$ cat src/sv/acc_pkg.sv
`timescale 1ns / 1ps
`default_nettype none

package acc_pkg;

    // Field widths
    localparam int LBA_W     = 48;
    localparam int CNT_W     = 16;
    localparam int BUF_W     = 32;
    localparam int ELEN_W    = 32;
    localparam int MODE_W    = 16;
    localparam int CFG_IDX_W = 3;
    localparam int CFG_DAT_W = 48;

    // Command opcodes
    localparam logic [7:0] OP_READ         = 8'hC8;
    localparam logic [7:0] OP_READ_EXT     = 8'h25;
    localparam logic [7:0] OP_WRITE        = 8'hCA;
    localparam logic [7:0] OP_WRITE_EXT    = 8'h35;
    localparam logic [7:0] OP_VERIFY       = 8'h40;
    localparam logic [7:0] OP_VERIFY_EXT   = 8'h42;
    localparam logic [7:0] OP_SET_FEATURES = 8'hEF;
    localparam logic [7:0] OP_SET_MULTIPLE = 8'hC6;
    localparam logic [7:0] OP_CHECK_POWER  = 8'hE5;
    localparam logic [7:0] OP_STANDBY      = 8'hE2;
    localparam logic [7:0] OP_IDENTIFY     = 8'hEC;
    localparam logic [7:0] OP_IDENTIFY_PKT = 8'hA1;
    localparam logic [7:0] OP_FLUSH        = 8'hE7;
    localparam logic [7:0] OP_FLUSH_EXT    = 8'hEA;

    // Set-features subcommand and transfer mode classes (upper nibble)
    localparam logic [7:0] FEAT_XFER_MODE = 8'h03;
    localparam logic [3:0] MODE_PIO       = 4'h0;
    localparam logic [3:0] MODE_MWDMA     = 4'h2;
    localparam logic [3:0] MODE_UDMA      = 4'h4;

    // Reset values
    localparam logic [MODE_W-1:0] PIO_RESET   = 16'h0000;
    localparam logic [MODE_W-1:0] MWDMA_RESET = 16'h0407;
    localparam logic [MODE_W-1:0] UDMA_RESET  = 16'h003f;
    localparam logic [LBA_W-1:0]  CAP_RESET   = 48'd1048576;
    localparam logic [3:0]        SHIFT_RESET = 4'd9;

    // Injection enable bits
    localparam int INJ_READ   = 0;
    localparam int INJ_WRITE  = 1;
    localparam int INJ_VERIFY = 2;

    localparam logic [LBA_W-1:0] LBA28_MASK = 48'h0000_0FFF_FFFF;

    typedef enum logic [1:0] {
        ERR_NONE  = 2'd0,
        ERR_ABORT = 2'd1,
        ERR_IDNF  = 2'd2,
        ERR_ECC   = 2'd3
    } err_code_t;

    typedef enum logic [1:0] {
        XFER_NONE  = 2'd0,
        XFER_READ  = 2'd1,
        XFER_WRITE = 2'd2
    } xfer_kind_t;

    typedef enum logic [CFG_IDX_W-1:0] {
        CFG_CAPACITY  = 3'd0,
        CFG_SHIFT     = 3'd1,
        CFG_LBA48     = 3'd2,
        CFG_INJECT    = 3'd3,
        CFG_ERR_START = 3'd4,
        CFG_ERR_LEN   = 3'd5
    } cfg_idx_t;

    // Register file contents plus the precomputed end of the error range
    typedef struct packed {
        logic [LBA_W-1:0]  capacity;
        logic [3:0]        block_shift;
        logic              lba48;
        logic [2:0]        inject_mask;
        logic [LBA_W-1:0]  error_start;
        logic [ELEN_W-1:0] error_length;
        logic [LBA_W:0]    error_end;
    } cfg_t;

    // Raw taskfile as captured at the input
    typedef struct packed {
        logic [7:0]       func;
        logic [7:0]       lba_low_cur;
        logic [7:0]       lba_mid_cur;
        logic [7:0]       lba_high_cur;
        logic [7:0]       lba_low_prv;
        logic [7:0]       lba_mid_prv;
        logic [7:0]       lba_high_prv;
        logic [7:0]       head_reg;
        logic [7:0]       count_cur;
        logic [7:0]       count_prv;
        logic [7:0]       feature_reg;
        logic [BUF_W-1:0] buffer_bytes;
    } cmd_t;

    // Assembled command with sums ready for the checks
    typedef struct packed {
        logic [7:0]       func;
        logic [7:0]       count_cur;
        logic [7:0]       feature_reg;
        logic [BUF_W-1:0] buffer_bytes;
        logic [LBA_W-1:0] lba;
        logic [CNT_W-1:0] cnt;
        logic [LBA_W:0]   lba_end;
        logic [BUF_W-1:0] req_bytes;
    } asm_t;

    // Update one mode word: keep the supported byte, set the selected mode bit.
    // Mode numbers of 8 and above fall off the top of the word.
    function automatic logic [MODE_W-1:0] set_mode(input logic [MODE_W-1:0] w,
                                                   input logic [3:0] mode);
        logic [31:0] sel;
        sel = 32'd1 << (5'(mode) + 5'd8);
        return (w & 16'h00ff) | sel[MODE_W-1:0];
    endfunction

endpackage

`default_nettype wire

$ cat src/sv/acc_if.sv
`timescale 1ns / 1ps
`default_nettype none


// Configuration write channel
interface acc_cfg_if;
    logic                          valid;
    logic                          ready;
    logic [acc_pkg::CFG_IDX_W-1:0] index;
    logic [acc_pkg::CFG_DAT_W-1:0] data;

    modport source (output valid, index, data, input ready);
    modport sink   (input valid, index, data, output ready);
endinterface

`default_nettype wire

$ cat src/sv/acc_cfg.sv
`timescale 1ns / 1ps
`default_nettype none

module acc_cfg (
    input  wire logic      clk,
    input  wire logic      rst_n,
    acc_cfg_if.sink        cfg,
    output acc_pkg::cfg_t  regs
);

    logic [acc_pkg::LBA_W-1:0]  capacity_reg;
    logic [3:0]                 block_shift_reg;
    logic                       lba48_reg;
    logic [2:0]                 inject_mask_reg;
    logic [acc_pkg::LBA_W-1:0]  error_start_reg;
    logic [acc_pkg::ELEN_W-1:0] error_length_reg;
    logic [acc_pkg::LBA_W:0]    error_end_reg;

    // Writes are never held off
    assign cfg.ready = 1'b1;

    // Register file; unknown indexes are dropped
    always_ff @(posedge clk or negedge rst_n)
    begin
        if (!rst_n)
        begin
            capacity_reg     <= acc_pkg::CAP_RESET;
            block_shift_reg  <= acc_pkg::SHIFT_RESET;
            lba48_reg        <= 1'b1;
            inject_mask_reg  <= '0;
            error_start_reg  <= '0;
            error_length_reg <= '0;
        end
        else if (cfg.valid)
        begin
            unique case (acc_pkg::cfg_idx_t'(cfg.index))
                acc_pkg::CFG_CAPACITY:  capacity_reg     <= cfg.data;
                acc_pkg::CFG_SHIFT:     block_shift_reg  <= cfg.data[3:0];
                acc_pkg::CFG_LBA48:     lba48_reg        <= cfg.data[0];
                acc_pkg::CFG_INJECT:    inject_mask_reg  <= cfg.data[2:0];
                acc_pkg::CFG_ERR_START: error_start_reg  <= cfg.data;
                acc_pkg::CFG_ERR_LEN:   error_length_reg <= cfg.data[acc_pkg::ELEN_W-1:0];
                default: ;
            endcase
        end
    end

    // End of the injected range, registered from the start and length registers
    always_ff @(posedge clk or negedge rst_n)
    begin
        if (!rst_n)
            error_end_reg <= '0;
        else
            error_end_reg <= {1'b0, error_start_reg} + 49'(error_length_reg);
    end

    always_comb
    begin
        regs.capacity     = capacity_reg;
        regs.block_shift  = block_shift_reg;
        regs.lba48        = lba48_reg;
        regs.inject_mask  = inject_mask_reg;
        regs.error_start  = error_start_reg;
        regs.error_length = error_length_reg;
        regs.error_end    = error_end_reg;
    end

endmodule

`default_nettype wire

$ cat src/flat_wrapper.sv
// flat-port wrapper written by rule: the top's interface ports become plain ports
module acc_cfg_flat 
  (clk, rst_n, regs, cfg_valid, cfg_index, cfg_data, cfg_ready);
  acc_cfg_if cfg_i ();
  input  wire logic clk;
  input  wire logic rst_n;
  output acc_pkg::cfg_t regs;
  input wire logic [$bits(cfg_i.valid)-1:0] cfg_valid;
  input wire logic [$bits(cfg_i.index)-1:0] cfg_index;
  input wire logic [$bits(cfg_i.data)-1:0] cfg_data;
  output wire logic [$bits(cfg_i.ready)-1:0] cfg_ready;
  assign cfg_i.valid = cfg_valid;
  assign cfg_i.index = cfg_index;
  assign cfg_i.data = cfg_data;
  assign cfg_ready = cfg_i.ready;
  acc_cfg u_core (.clk(clk), .rst_n(rst_n), .cfg(cfg_i), .regs(regs));
endmodule
$ cat config.mk
export PLATFORM = sky130hd
export DESIGN_NAME = acc_cfg_flat
export DESIGN_NICKNAME = d
export VERILOG_FILES = /design/src/sv/acc_pkg.sv /design/src/sv/acc_if.sv /design/src/sv/acc_cfg.sv /design/src/flat_wrapper.sv
export SDC_FILE = /design/constraint.sdc
export NUM_CORES = 1
export LEC_CHECK = 0
export ABC_AREA = 1
export ABC_CLOCK_PERIOD_IN_PS = 1700
export BUFFER_PORTS_ARGS = -buffer_cell sky130_fd_sc_hd__buf_4
export CAP_MARGIN = 20
export CORE_UTILIZATION = 49
export CTS_CLUSTER_DIAMETER = 150
export DETAILED_ROUTE_END_ITERATION = 10
export PLACE_DENSITY = 0.77
export SYNTH_ARGS = -nofsm -noshare
export SYNTH_HDL_FRONTEND = slang
export SYNTH_SLANG_ARGS = --single-unit
$ cat constraint.sdc
create_clock -name clk -period 1.7 [get_ports clk]
set_input_delay 0.17 -clock clk [delete_from_list [all_inputs] [get_ports clk]]
set_output_delay 0.17 -clock clk [all_outputs]
set_load 0.02 [all_outputs]
# --- Word-level counts from Yosys, hierarchy flattened ---
# Index checks and enable logic that the tools add are counted.
totals:
  in_bits: 54
  regBits: 185
  wordCells: 20
  out_inout_bits: 186
op_classes:
  reduce_logical: 7
  eq_ne: 5
  add_sub_neg: 1
ops:
  columns: ["operator", "count"]
  rows:
  - ["adder 48 x 32 -> 49 bit", 1]
  - ["AND reduction 2 bit", 6]
  - ["== test 3 x 2 -> 1 bit, second input constant", 2]
  - ["== test 3 bit, second input constant", 2]
  - ["== test 3 x 1 -> 1 bit, second input constant", 1]
  - ["zero test 3 bit", 1]

# --- Depth between registers and ports, before layout ---
# Gate-level depths: netlist (run 1).
depth:
  word_depth: 2
  depth_mapped: 13
  depth_no_buf: 13

# --- Worst setup path before layout (run 1) ---
# OpenSTA, ideal clock, no wires.
synth_timing:
  path_kind: "reg2reg"
  start: "register u_core.error_length_reg[0] in the netlist's numbering"
  end: "register u_core.error_end_reg[32] in the netlist's numbering"
  setup_time_ps: 135
  arrival_time_ps: 1857
  stages_incl_launch_ff: 12
  path_buffers: 0
  slack_ps: -291
  required_ps: 1565
  period_less_slack_ps: 1991
  path_cell_list: "dfrtp_1 > ha_1 > fa_1 > nand3_1 > nand3_2 > nand2_1 > nand2_2 > nand2_2 > nand2_2 > nand2_1 > nand2_2 > xor2_1"
synth_between:
  elab_chain_cells: 1
synth_lines:
  columns: ["item", "line", "source"]
  rows:
  - ["start: declaration", "acc_cfg.sv:16", "logic [acc_pkg::ELEN_W-1:0] error_length_reg;"]
  - ["start signal: assignment", "acc_cfg.sv:42", "acc_pkg::CFG_ERR_LEN: error_length_reg <= cfg.data[acc_pkg::ELEN_W-1:0];"]
  - ["adder 48 x 32 -> 49 bit", "acc_cfg.sv:54", "error_end_reg <= {1'b0, error_start_reg} + 49'(error_length_reg);"]
  - ["end signal: assignment", "acc_cfg.sv:54", null]
  - ["end: declaration", "acc_cfg.sv:17", "logic [acc_pkg::LBA_W:0] error_end_reg;"]
# No other way between the ends.
# A chain may end at the register's enable or synchronous reset.

# --- Worst setup path in the final report (run 1) ---
layout_timing:
  start: "register u_core.error_length_reg[3] in the netlist's numbering"
  end: "register u_core.error_end_reg[34] in the netlist's numbering"
# The elaborated chain is that of the path after synthesis.

==> impl_metrics.py, run 1 <==
metrics = {
    "cts": {
        "clkSinkCount": 185,
        "cts_tree": "built",
        "root_buffer": "clkbuf_16",
        "clock_latency_ns": 0.44,
        "htreeDepth": 4,
        "cts_buffers": 17,
        "clk_pin_slew_ns": 0.08,
        "cts_buffer_depth": 2,
    },
    "placed_design": {
        "dp_slack_ns": -0.296,
        "hpwl_mm": 22.8,
        "place_area_mm2": 0.0131,
        "place_congestion": 0.983,
        "portBuffers": 238,
        "placedCellCount": 1923,
    },
    "sta": {
        "finClkSkew_ns": 0.0152,
        "finalCritPeriodShare_pct": 116,
        "setup_ws_ns": -0.265,
        "tightest_slew_ns": 0.575,
        "setup_viol": 40,
        "worst_slew_margin_rel_pct": 61.7,
        "hold_ws_ns": 0.00613,
        "final_hold_viol_count": 0,
        "fmax_ghz": 0.509,
        "fin_crit_ns": 1.96,
        "rsz0062_at_grt": "yes",
        "maxSlewViolCount": 0,
        "tns_ns": -6.26,
    },
    "drt": {
        "drtIter0Drc": 1021,
        "post_drt_wl_per_cell_um": 17.6,
        "vias": 10535,
        "drtPass1Iterations": 6,
        "drc": 0,
        "vias_per_cell": 5.28,
        "ant_nets": 0,
        "wirelength_mm": 35.1,
    },
    "critical_path": {
        "slowest_stage": "dfrtp_1",
        "slowest_delay_ns": 0.42,
        "path_delay_family": "simple AND/OR/NAND/NOR gates",
        "crit_required_ns": 2.04,
        "cp.arrival_ns": 2.31,
        "worstPathCellList": "ha_4 > nand2_1 > nand2_1 > nand2_1 > nand2_1 > nand2_1 > nand3_4 > nand2_2 > nand2_2 > nand2_2 > nand2_1 > nand2_1 > nand2_1",
        "critical_path_class": "flip-flop to flip-flop",
        "cp_num_cells": 13,
        "end_kind": "flip-flop",
        "r2r_cells": 13,
        "path_buf_inv": 0,
        "worstPathMaxFanout": 4,
        "path_common_cell": "nand2_1",
        "cp-start-kind": "flip-flop",
    },
    "layout": {
        "layout_commonest_cell": "buf_4",
        "layout.cells.non_filler": 1995,
        "drive_gt1_share_pct": 42.4,
        "fin_nets": 1804,
        "n_antenna_cell": 0,
        "final_area_mm2": 0.0152,
        "layout_common_cells": "buf_4, nand2_1, inv_1",
        "fillerInstances": 1225,
        "area_growth_pct": 56.5,
        "largest_register_ffs": 49,
    },
    "floorplan": {
        "die_y_um": 143,
        "die_x_um": 143,
        "dieArea_mm2": 0.0204,
        "io_pins": 240,
        "rows": 51,
        "initial_core_util_pct": 50.0,
        "core_area_mm2": 0.0195,
    },
    "yosys": {
        "syn_nets": 1386,
        "netlist_area_mm2": 0.00973,
        "synth-main-ff-cell": "dfrtp_1",
        "ys_ff_latch": 185,
        "synth.area.top_cells": "dfrtp_1, nand2_1, inv_1, o21ai_0, ha_1",
        "synth_cell_types": 30,
        "avgSynthCellArea_um2": 7.49,
        "postSynth.asyncResetShare_pct": 100,
        "ys_warn_count": 0,
        "synth_cells": 1299,
        "yosys.area.top_type": "dfrtp_1",
        "ys_seq_area_share_pct": 47.6,
        "synth_edf_count": 0,
        "synth_top_area_share_pct": 46.5,
    },
    "min_path": {
        "hp-class": "input pin to flip-flop",
        "worst_hold_path.num_cells": 3,
    },
    "pwr": {
        "pwr-share-seq_pct": 30.6,
        "p_leak_nw": 8.27,
        "p_sw_mw": 8.41,
        "clockPowerShare_pct": 19.3,
        "swShare_pct": 41.0,
        "vdd_ir_drop_max_v": 0.000796,
        "p_int_mw": 12.1,
        "cellPowerDensity_mw_per_mm2": 1350,
        "comb_power_share_pct": 50.2,
    },
    "global_route": {
        "grtUsageTotal_pct": 31.6,
        "busiest_layer": "met2",
        "groute.layer.met2.usage_pct": 51.5,
        "antenna_found_initial": 0,
        "first_global_vias": 9726,
        "grt_use_met3_pct": 6.14,
        "grt_pass1_wl_mm": 49.3,
        "grt_start_max_net_pins": 97,
        "grt_use_met1_pct": 42.3,
        "grt_overflow": 0,
    },
    "status": {
        "status": "complete, but fails checks",
        "violations": "negative setup slack",
    },
    "job": {
        "max_cap_viol_count": 0,
    },
}
[Yosys cell counts (2+ instances only)]
library cell and n:
nor2_4 3, inv_2 5, clkbuf_1 16, nand2_2 18
nor2_1 62, buf_2 10, nand4_1 9, nand3_2 5
nor2_2 17, nand2_1 464, xor2_1 26, ha_1 32
buf_4 2, a21oi_1 18, nand3_1 49, nor4_1 5
dfrtp_1 181, nand3b_1 2, nor3_1 4, inv_1 221
o21ai_0 138, dfstp_2 4
[cell type report]
type / count / area [um^2] / area share [%]
Clock buffer: 21 / 450 / 2.96
Clock inverter: 11 / 116 / 0.764
Inverter: 226 / 856 / 5.62
Multi-Input combinational cell: 860 / 5470 / 35.9
Sequential cell: 185 / 4640 / 30.4
Tap cell: 265 / 332 / 2.18
Timing Repair Buffer: 427 / 3370 / 22.1
[path summary, 6_finish.rpt]
kind                                       startpoint                    endpoint  slack (ns)
setup / recovery           u_core.error_length_reg[3]    u_core.error_end_reg[34]       -0.26
hold / removal                           cfg_data[33]     u_core.capacity_reg[33]       0.006
setup reg to reg           u_core.error_length_reg[3]    u_core.error_end_reg[34]       -0.26
hold reg to reg                      u_core.lba48_reg            u_core.lba48_reg        0.49
max in group asynchronous                       rst_n   u_core.block_shift_reg[3]        0.84
min in group asynchronous                       rst_n  u_core.error_start_reg[47]        0.17
[cell families after synthesis]
family	Yosys count	share of synthesized area, %
AO/OA/AOI/OAI	158	8.18
XOR/XNOR	27	2.43
adder cells (fa/ha/maj)	33	4.32
buffers and inverters	254	10.0
flip-flops	185	47.6
other	1	0.0385
AND/OR/NAND/NOR	641	27.4
[stage by stage]
step	utilization [%]	total power [mW]
after floorplan	-	10.2
after global placement	67.1	14.2
final	78.2	20.5
after global routing	78.2	21.4
after detailed placement	67.1	14.4
after CTS	74.8	19.4
[timing repair]
action / 4_1_cts / 5_1_grt
pin swaps: 70 / 82
resized for setup: 165 / 139
endpoints found under the setup margin: 40 / 43
hold buffers: 3 / 0
hold endpoints to repair: 183 / 0
setup buffers: 19 / 21
gates cloned: 0 / 0
[per-layer routing]
| layer | part of all wire [%] | routed length (um) | up-vias |
|---|---|---|---|
| li1 | - | - | 4798 |
| met1 | 40 | 14000 | 5034 |
| met2 | 49 | 17100 | 564 |
| met3 | 7.5 | 2640 | 139 |
| met4 | 3.9 | 1350 | 0 |
| met5 | 0 | 0 | - |
[power groups by stage]
stage | Clock [mW] | Sequential, mW | Combinational (mW)
after floorplan | 0 | 7.53 | 2.69
after global placement | 0 | 6.19 | 8.03
after detailed placement | 0 | 6.21 | 8.16
after CTS | 3.97 | 6.25 | 9.17
after global routing | 4.15 | 6.37 | 10.9
final | 3.95 | 6.28 | 10.3
[worst reg2reg max path, delay by kind of cell, from the launching register on]
family | cells | cell delay, ns
DFF | 1 | 0.42
adders and majority gates | 1 | 0.29
and+or+nand+nor | 12 | 1.18
(Power assumes the default switching activity.)
==> inputs of run 2 (changes only) <==
- CELL_PAD_IN_SITES_DETAIL_PLACEMENT: not set -> 1
- CELL_PAD_IN_SITES_GLOBAL_PLACEMENT: not set -> 1
- CORE_UTILIZATION: 49 -> 35
- PLACE_DENSITY: 0.77 -> not set
- PLACE_DENSITY_LB_ADDON: not set -> 0.1
==> impl_metrics.py, run 2 (synthesized netlist as in run 1, its figures left out) <==
metrics = {
    "status": {
        "status": "complete, but fails checks",
        "violations": "negative setup slack",
    },
    "layout": {
        "layout.cells.non_filler": 2138,
        "fin_nets": 1840,
        "final_area_mm2": 0.0159,
        "layout_common_cells": "buf_4, nand2_1, inv_1",
        "n_antenna_cell": 0,
        "layout_commonest_cell": "buf_4",
        "area_growth_pct": 63.3,
        "largest_register_ffs": 49,
        "fillerInstances": 3207,
        "drive_gt1_share_pct": 46.0,
    },
    "pwr": {
        "vdd_ir_drop_max_v": 0.000722,
        "p_leak_nw": 8.61,
        "total_power_mw": 21.3,
        "cellPowerDensity_mw_per_mm2": 1340,
    },
    "sta": {
        "setup_viol": 43,
        "finalCritPeriodShare_pct": 124,
        "fmax_ghz": 0.475,
        "final_hold_viol_count": 0,
        "tightest_slew_ns": 0.563,
        "finClkSkew_ns": 0.0201,
        "setup_ws_ns": -0.406,
        "rsz0062_at_grt": "yes",
        "maxSlewViolCount": 0,
        "fin_crit_ns": 2.11,
        "hold_ws_ns": 0.0109,
        "worst_slew_margin_rel_pct": 62.5,
    },
    "global_route": {
        "grt_start_max_net_pins": 97,
        "grt_overflow": 0,
        "busiest_layer": "met2",
        "grt_use_met1_pct": 35.3,
        "grt_pass1_wl_mm": 57.0,
        "groute.layer.met2.usage_pct": 42.9,
        "first_global_vias": 10354,
        "antenna_found_initial": 0,
        "grt_use_met3_pct": 3.62,
        "grtUsageTotal_pct": 25.8,
    },
    "floorplan": {
        "die_y_um": 169,
        "rows": 60,
        "core_area_mm2": 0.0271,
        "die_x_um": 169,
        "io_pins": 240,
        "dieArea_mm2": 0.0285,
        "initial_core_util_pct": 35.9,
    },
    "cts": {
        "clkSinkCount": 185,
        "htreeDepth": 4,
        "cts_tree": "built",
        "clk_pin_slew_ns": 0.08,
        "cts_buffer_depth": 2,
        "cts_buffers": 17,
        "root_buffer": "clkbuf_16",
        "clock_latency_ns": 0.45,
    },
    "critical_path": {
        "crit_required_ns": 2.03,
        "worstPathMaxFanout": 4,
        "cp.arrival_ns": 2.44,
        "r2r_cells": 13,
        "r2r_slack_ns": -0.41,
        "cp-start-kind": "flip-flop",
        "r2r-start": "u_core.error_start_reg[7]",
        "end_kind": "flip-flop",
        "r2r_end": "u_core.error_end_reg[36]",
        "critical_path_class": "flip-flop to flip-flop",
    },
    "placed_design": {
        "place_area_mm2": 0.0132,
        "hpwl_mm": 27.0,
        "place_congestion": 0.897,
        "portBuffers": 238,
        "placedCellCount": 2034,
    },
    "drt": {
        "wirelength_mm": 40.8,
        "ant_nets": 0,
        "drtPass1Iterations": 5,
        "vias_per_cell": 4.87,
        "drc": 0,
        "post_drt_wl_per_cell_um": 19.1,
        "drtIter0Drc": 612,
        "vias": 10415,
    },
    "min_path": {
        "worst_hold_path.num_cells": 3,
        "hold_end": "u_core.capacity_reg[42]",
        "hp-class": "input pin to flip-flop",
        "hold_start": "cfg_data[42]",
    },
    "job": {
        "max_cap_viol_count": 0,
    },
}
## run 2: cell types whose count changed in the layout (fill, tap and decap cells not counted), sizes merged
cell | before | now
clkbuf | 22 | 18
inv | 230 | 233
clkinvlp | 2 | 0
bufinv | 1 | 0
clkinv | 4 | 8
dlygate4sd3 | 3 | 4
buf | 423 | 458
## run 2: cell type report
type                    count  area (um^2)  area share (%)
inverters                 226          853            5.37
flip-flops and latches    185         4640            29.2
multi-input cells         860         5670            35.7
clock inverters            15          170            1.07
well taps                 372          465            2.93
repair buffers            463         3660            23.1
clock buffers              17          425            2.68
## run 2: power by group
part	internal, mW	switching [mW]
combinational	4.79	6.05
sequential	5.49	0.784
clock	1.99	2.16
## run 2: stage by stage
| stage | TNS (ns) | setup WS [ns] | util, % |
|---|---|---|---|
| after global placement | -6.98 | -0.317 | 48.8 |
| final | -8.68 | -0.406 | 58.6 |
| after detailed placement | -8.07 | -0.315 | 48.8 |
| after CTS | -3.92 | -0.200 | 54.4 |
| after global routing | -10.87 | -0.456 | 58.6 |
| after floorplan | -0.528 | -0.149 | - |
## run 2: timing repair
action                     4_1_cts  5_1_grt
setup endpoints to repair       42       43
gates resized for setup        171      209
pin swaps                       63      124
hold buffers                     3        1
hold endpoints to repair        45        1
setup buffers                   19       55
## run 2: worst max-delay path by stage
stage	start	depth (start not counted)	slack (ns)	endpoint
6_report	u_core.error_start_reg[7]	13	-0.41	u_core.error_end_reg[36]
5_1_grt	u_core.error_length_reg[6]	13	-0.46	u_core.error_end_reg[36]
4_1_cts	u_core.error_length_reg[0]	11	-0.20	u_core.error_end_reg[46]
3_5_place_dp	u_core.error_start_reg[19]	11	-0.32	u_core.error_end_reg[38]
3_3_place_gp	u_core.error_length_reg[19]	11	-0.32	u_core.error_end_reg[38]
2_1_floorplan	u_core.error_start_reg[0]	11	-0.15	u_core.error_end_reg[32]
## run 2: critical path, stage by stage, from the launching register on
cell,delay [ns]
dfrtp_1,0.45
ha_4,0.30
nand2_2,0.16
inv_1,0.10
nand2_1,0.09
nand2_1,0.06
nand2_1,0.15
nand2_1,0.09
nand2_1,0.12
nand3_2,0.15
nand2_2,0.13
nand2_1,0.07
nand2_1,0.07
nand2_1,0.05
## run 2: routing by layer
metal	vias up	wire [um]	share of wire, %
met3	87	1630	4.0
met4	0	1220	3.0
li1	4878	-	-
met1	5153	17800	44
met5	-	0	0
met2	297	20200	49
==> inputs of run 3 (changes only) <==
- ABC_CLOCK_PERIOD_IN_PS: 1700 -> 2400
- CORE_MARGIN: not set -> 10
- CORE_UTILIZATION: 35 -> 39
- clock period: 1.7 -> 2.4 ns (I/O delays scaled with it)
==> impl_metrics.py, run 3 (synthesized netlist as in run 1, its figures left out) <==
metrics = {
    "status": {
        "status": "finished clean",
    },
    "drt": {
        "ant_nets": 0,
        "vias_per_cell": 4.78,
        "drtIter0Drc": 542,
        "post_drt_wl_per_cell_um": 18.0,
        "top_layer": "met4",
        "drtPass1Iterations": 4,
        "drt-met1-wl_mm": 15.6,
        "drc": 0,
        "vias": 8965,
        "wl_met3_mm": 2.10,
        "wirelength_mm": 33.7,
        "wl_met2_mm": 15.8,
    },
    "cts": {
        "cts_tree": "built",
        "clock_latency_ns": 0.44,
        "cts_resized": 0,
        "clk_pin_slew_ns": 0.08,
        "cts_buffer_depth": 2,
        "cts_buffers": 17,
        "clkSinkCount": 185,
        "htreeDepth": 4,
        "root_buffer": "clkbuf_16",
    },
    "layout": {
        "fin_nets": 1626,
        "fillerInstances": 3118,
        "area_growth_pct": 28.9,
        "layout_common_cells": "nand2_1, buf_4, inv_1",
        "final_area_mm2": 0.0125,
        "fin_util_pct": 51.3,
        "drive_gt1_share_pct": 21.7,
        "largest_register_ffs": 49,
        "n_antenna_cell": 0,
        "layout_commonest_cell": "nand2_1",
    },
    "critical_path": {
        "critical_path_class": "flip-flop to flip-flop",
        "r2r_slack_ns": 0.19,
        "crit_required_ns": 2.72,
        "end_kind": "flip-flop",
        "cp-start-kind": "flip-flop",
        "cp.arrival_ns": 2.53,
        "worstPathMaxFanout": 4,
    },
    "floorplan": {
        "dieArea_mm2": 0.0317,
        "initial_core_util_pct": 39.8,
        "io_pins": 240,
        "rows": 57,
        "core_area_mm2": 0.0245,
        "die_y_um": 178,
        "die_x_um": 178,
    },
    "pwr": {
        "p_leak_nw": 7.11,
        "vdd_ir_drop_max_v": 0.000476,
        "cellPowerDensity_mw_per_mm2": 981,
    },
    "placed_design": {
        "place_area_mm2": 0.0120,
        "hpwl_mm": 27.5,
        "place_congestion": 0.882,
        "portBuffers": 238,
    },
    "sta": {
        "finClkSkew_ns": 0.0151,
        "tightest_slew_ns": 0.626,
        "tns_ns": 0,
        "hold_ws_ns": 0.0710,
        "setup_viol": 0,
        "worst_slew_margin_rel_pct": 58.3,
        "final_hold_viol_count": 0,
        "finalCritPeriodShare_pct": 92.2,
        "fin_crit_ns": 2.21,
        "rsz0062_at_grt": "no",
        "maxSlewViolCount": 0,
        "fmax_ghz": 0.452,
    },
    "global_route": {
        "grt_start_max_net_pins": 69,
        "first_global_vias": 9536,
        "grtUsageTotal_pct": 21.6,
        "grt_overflow": 0,
        "grt_pass1_wl_mm": 53.4,
        "antenna_found_initial": 0,
    },
    "min_path": {
        "hp-class": "input pin to flip-flop",
    },
    "job": {
        "max_cap_viol_count": 0,
    },
}
run 3: power breakdown:
part / internal, mW / switching (mW) / total (mW)
Clock: 1.42 / 1.42 / 2.84
Combinational: 1.84 / 3.20 / 5.04
Sequential: 3.88 / 0.547 / 4.43
run 3: layout make-up:
class	count	area [um^2]	area share, %
Sequential cell	185	4630	36.9
Multi-Input combinational cell	860	4130	32.9
Timing Repair Buffer	249	1940	15.5
Inverter	226	848	6.76
Clock buffer	18	439	3.50
Tap cell	324	405	3.23
Clock inverter	14	148	1.18
run 3: path summary, 6_finish.rpt:
path	from	to	cells after the start
min reg2reg	u_core.inject_mask_reg[1]	u_core.inject_mask_reg[1]	2
max	u_core.error_length_reg[0]	u_core.error_end_reg[44]	10
max in group asynchronous	rst_n	u_core.block_shift_reg[3]	3
min	cfg_data[33]	u_core.capacity_reg[33]	3
max reg2reg	u_core.error_length_reg[0]	u_core.error_end_reg[44]	10
min in group asynchronous	rst_n	u_core.error_length_reg[3]	2
run 3: stage by stage:
stage / setup WS, ns / instances / total power, mW
6_report: 0.188 / 1876 / 12.3
5_1_grt: 0.0511 / 1876 / 13.1
4_1_cts: 0.201 / 1876 / 12.5
3_5_place_dp: 0.237 / 1843 / 9.57
3_3_place_gp: 0.274 / 1843 / 9.48
2_1_floorplan: 0.409 / 1299 / 7.14
run 3: per-layer routing:
metal  up-vias  track usage, %
met1      4319            28.9
met3        25            5.72
met5         -               0
li1       4445               -
met4         0            3.92
met2       176            34.5
run 3: what timing repair did:
item                                   CTS  global route
hold buffers                             1             0
setup buffers                            0             0
endpoints found under the hold margin   62             0
run 3: critical path, cell delays in order (launching register included):
cell and delay, ns:
dfrtp_1 0.41, ha_1 0.29, fa_1 0.46, nand3_1 0.14
nand3_2 0.12, nand3_1 0.11, nand3_1 0.19, nand3_1 0.16
nand3_1 0.09, nand2_1 0.07, nand2_1 0.06
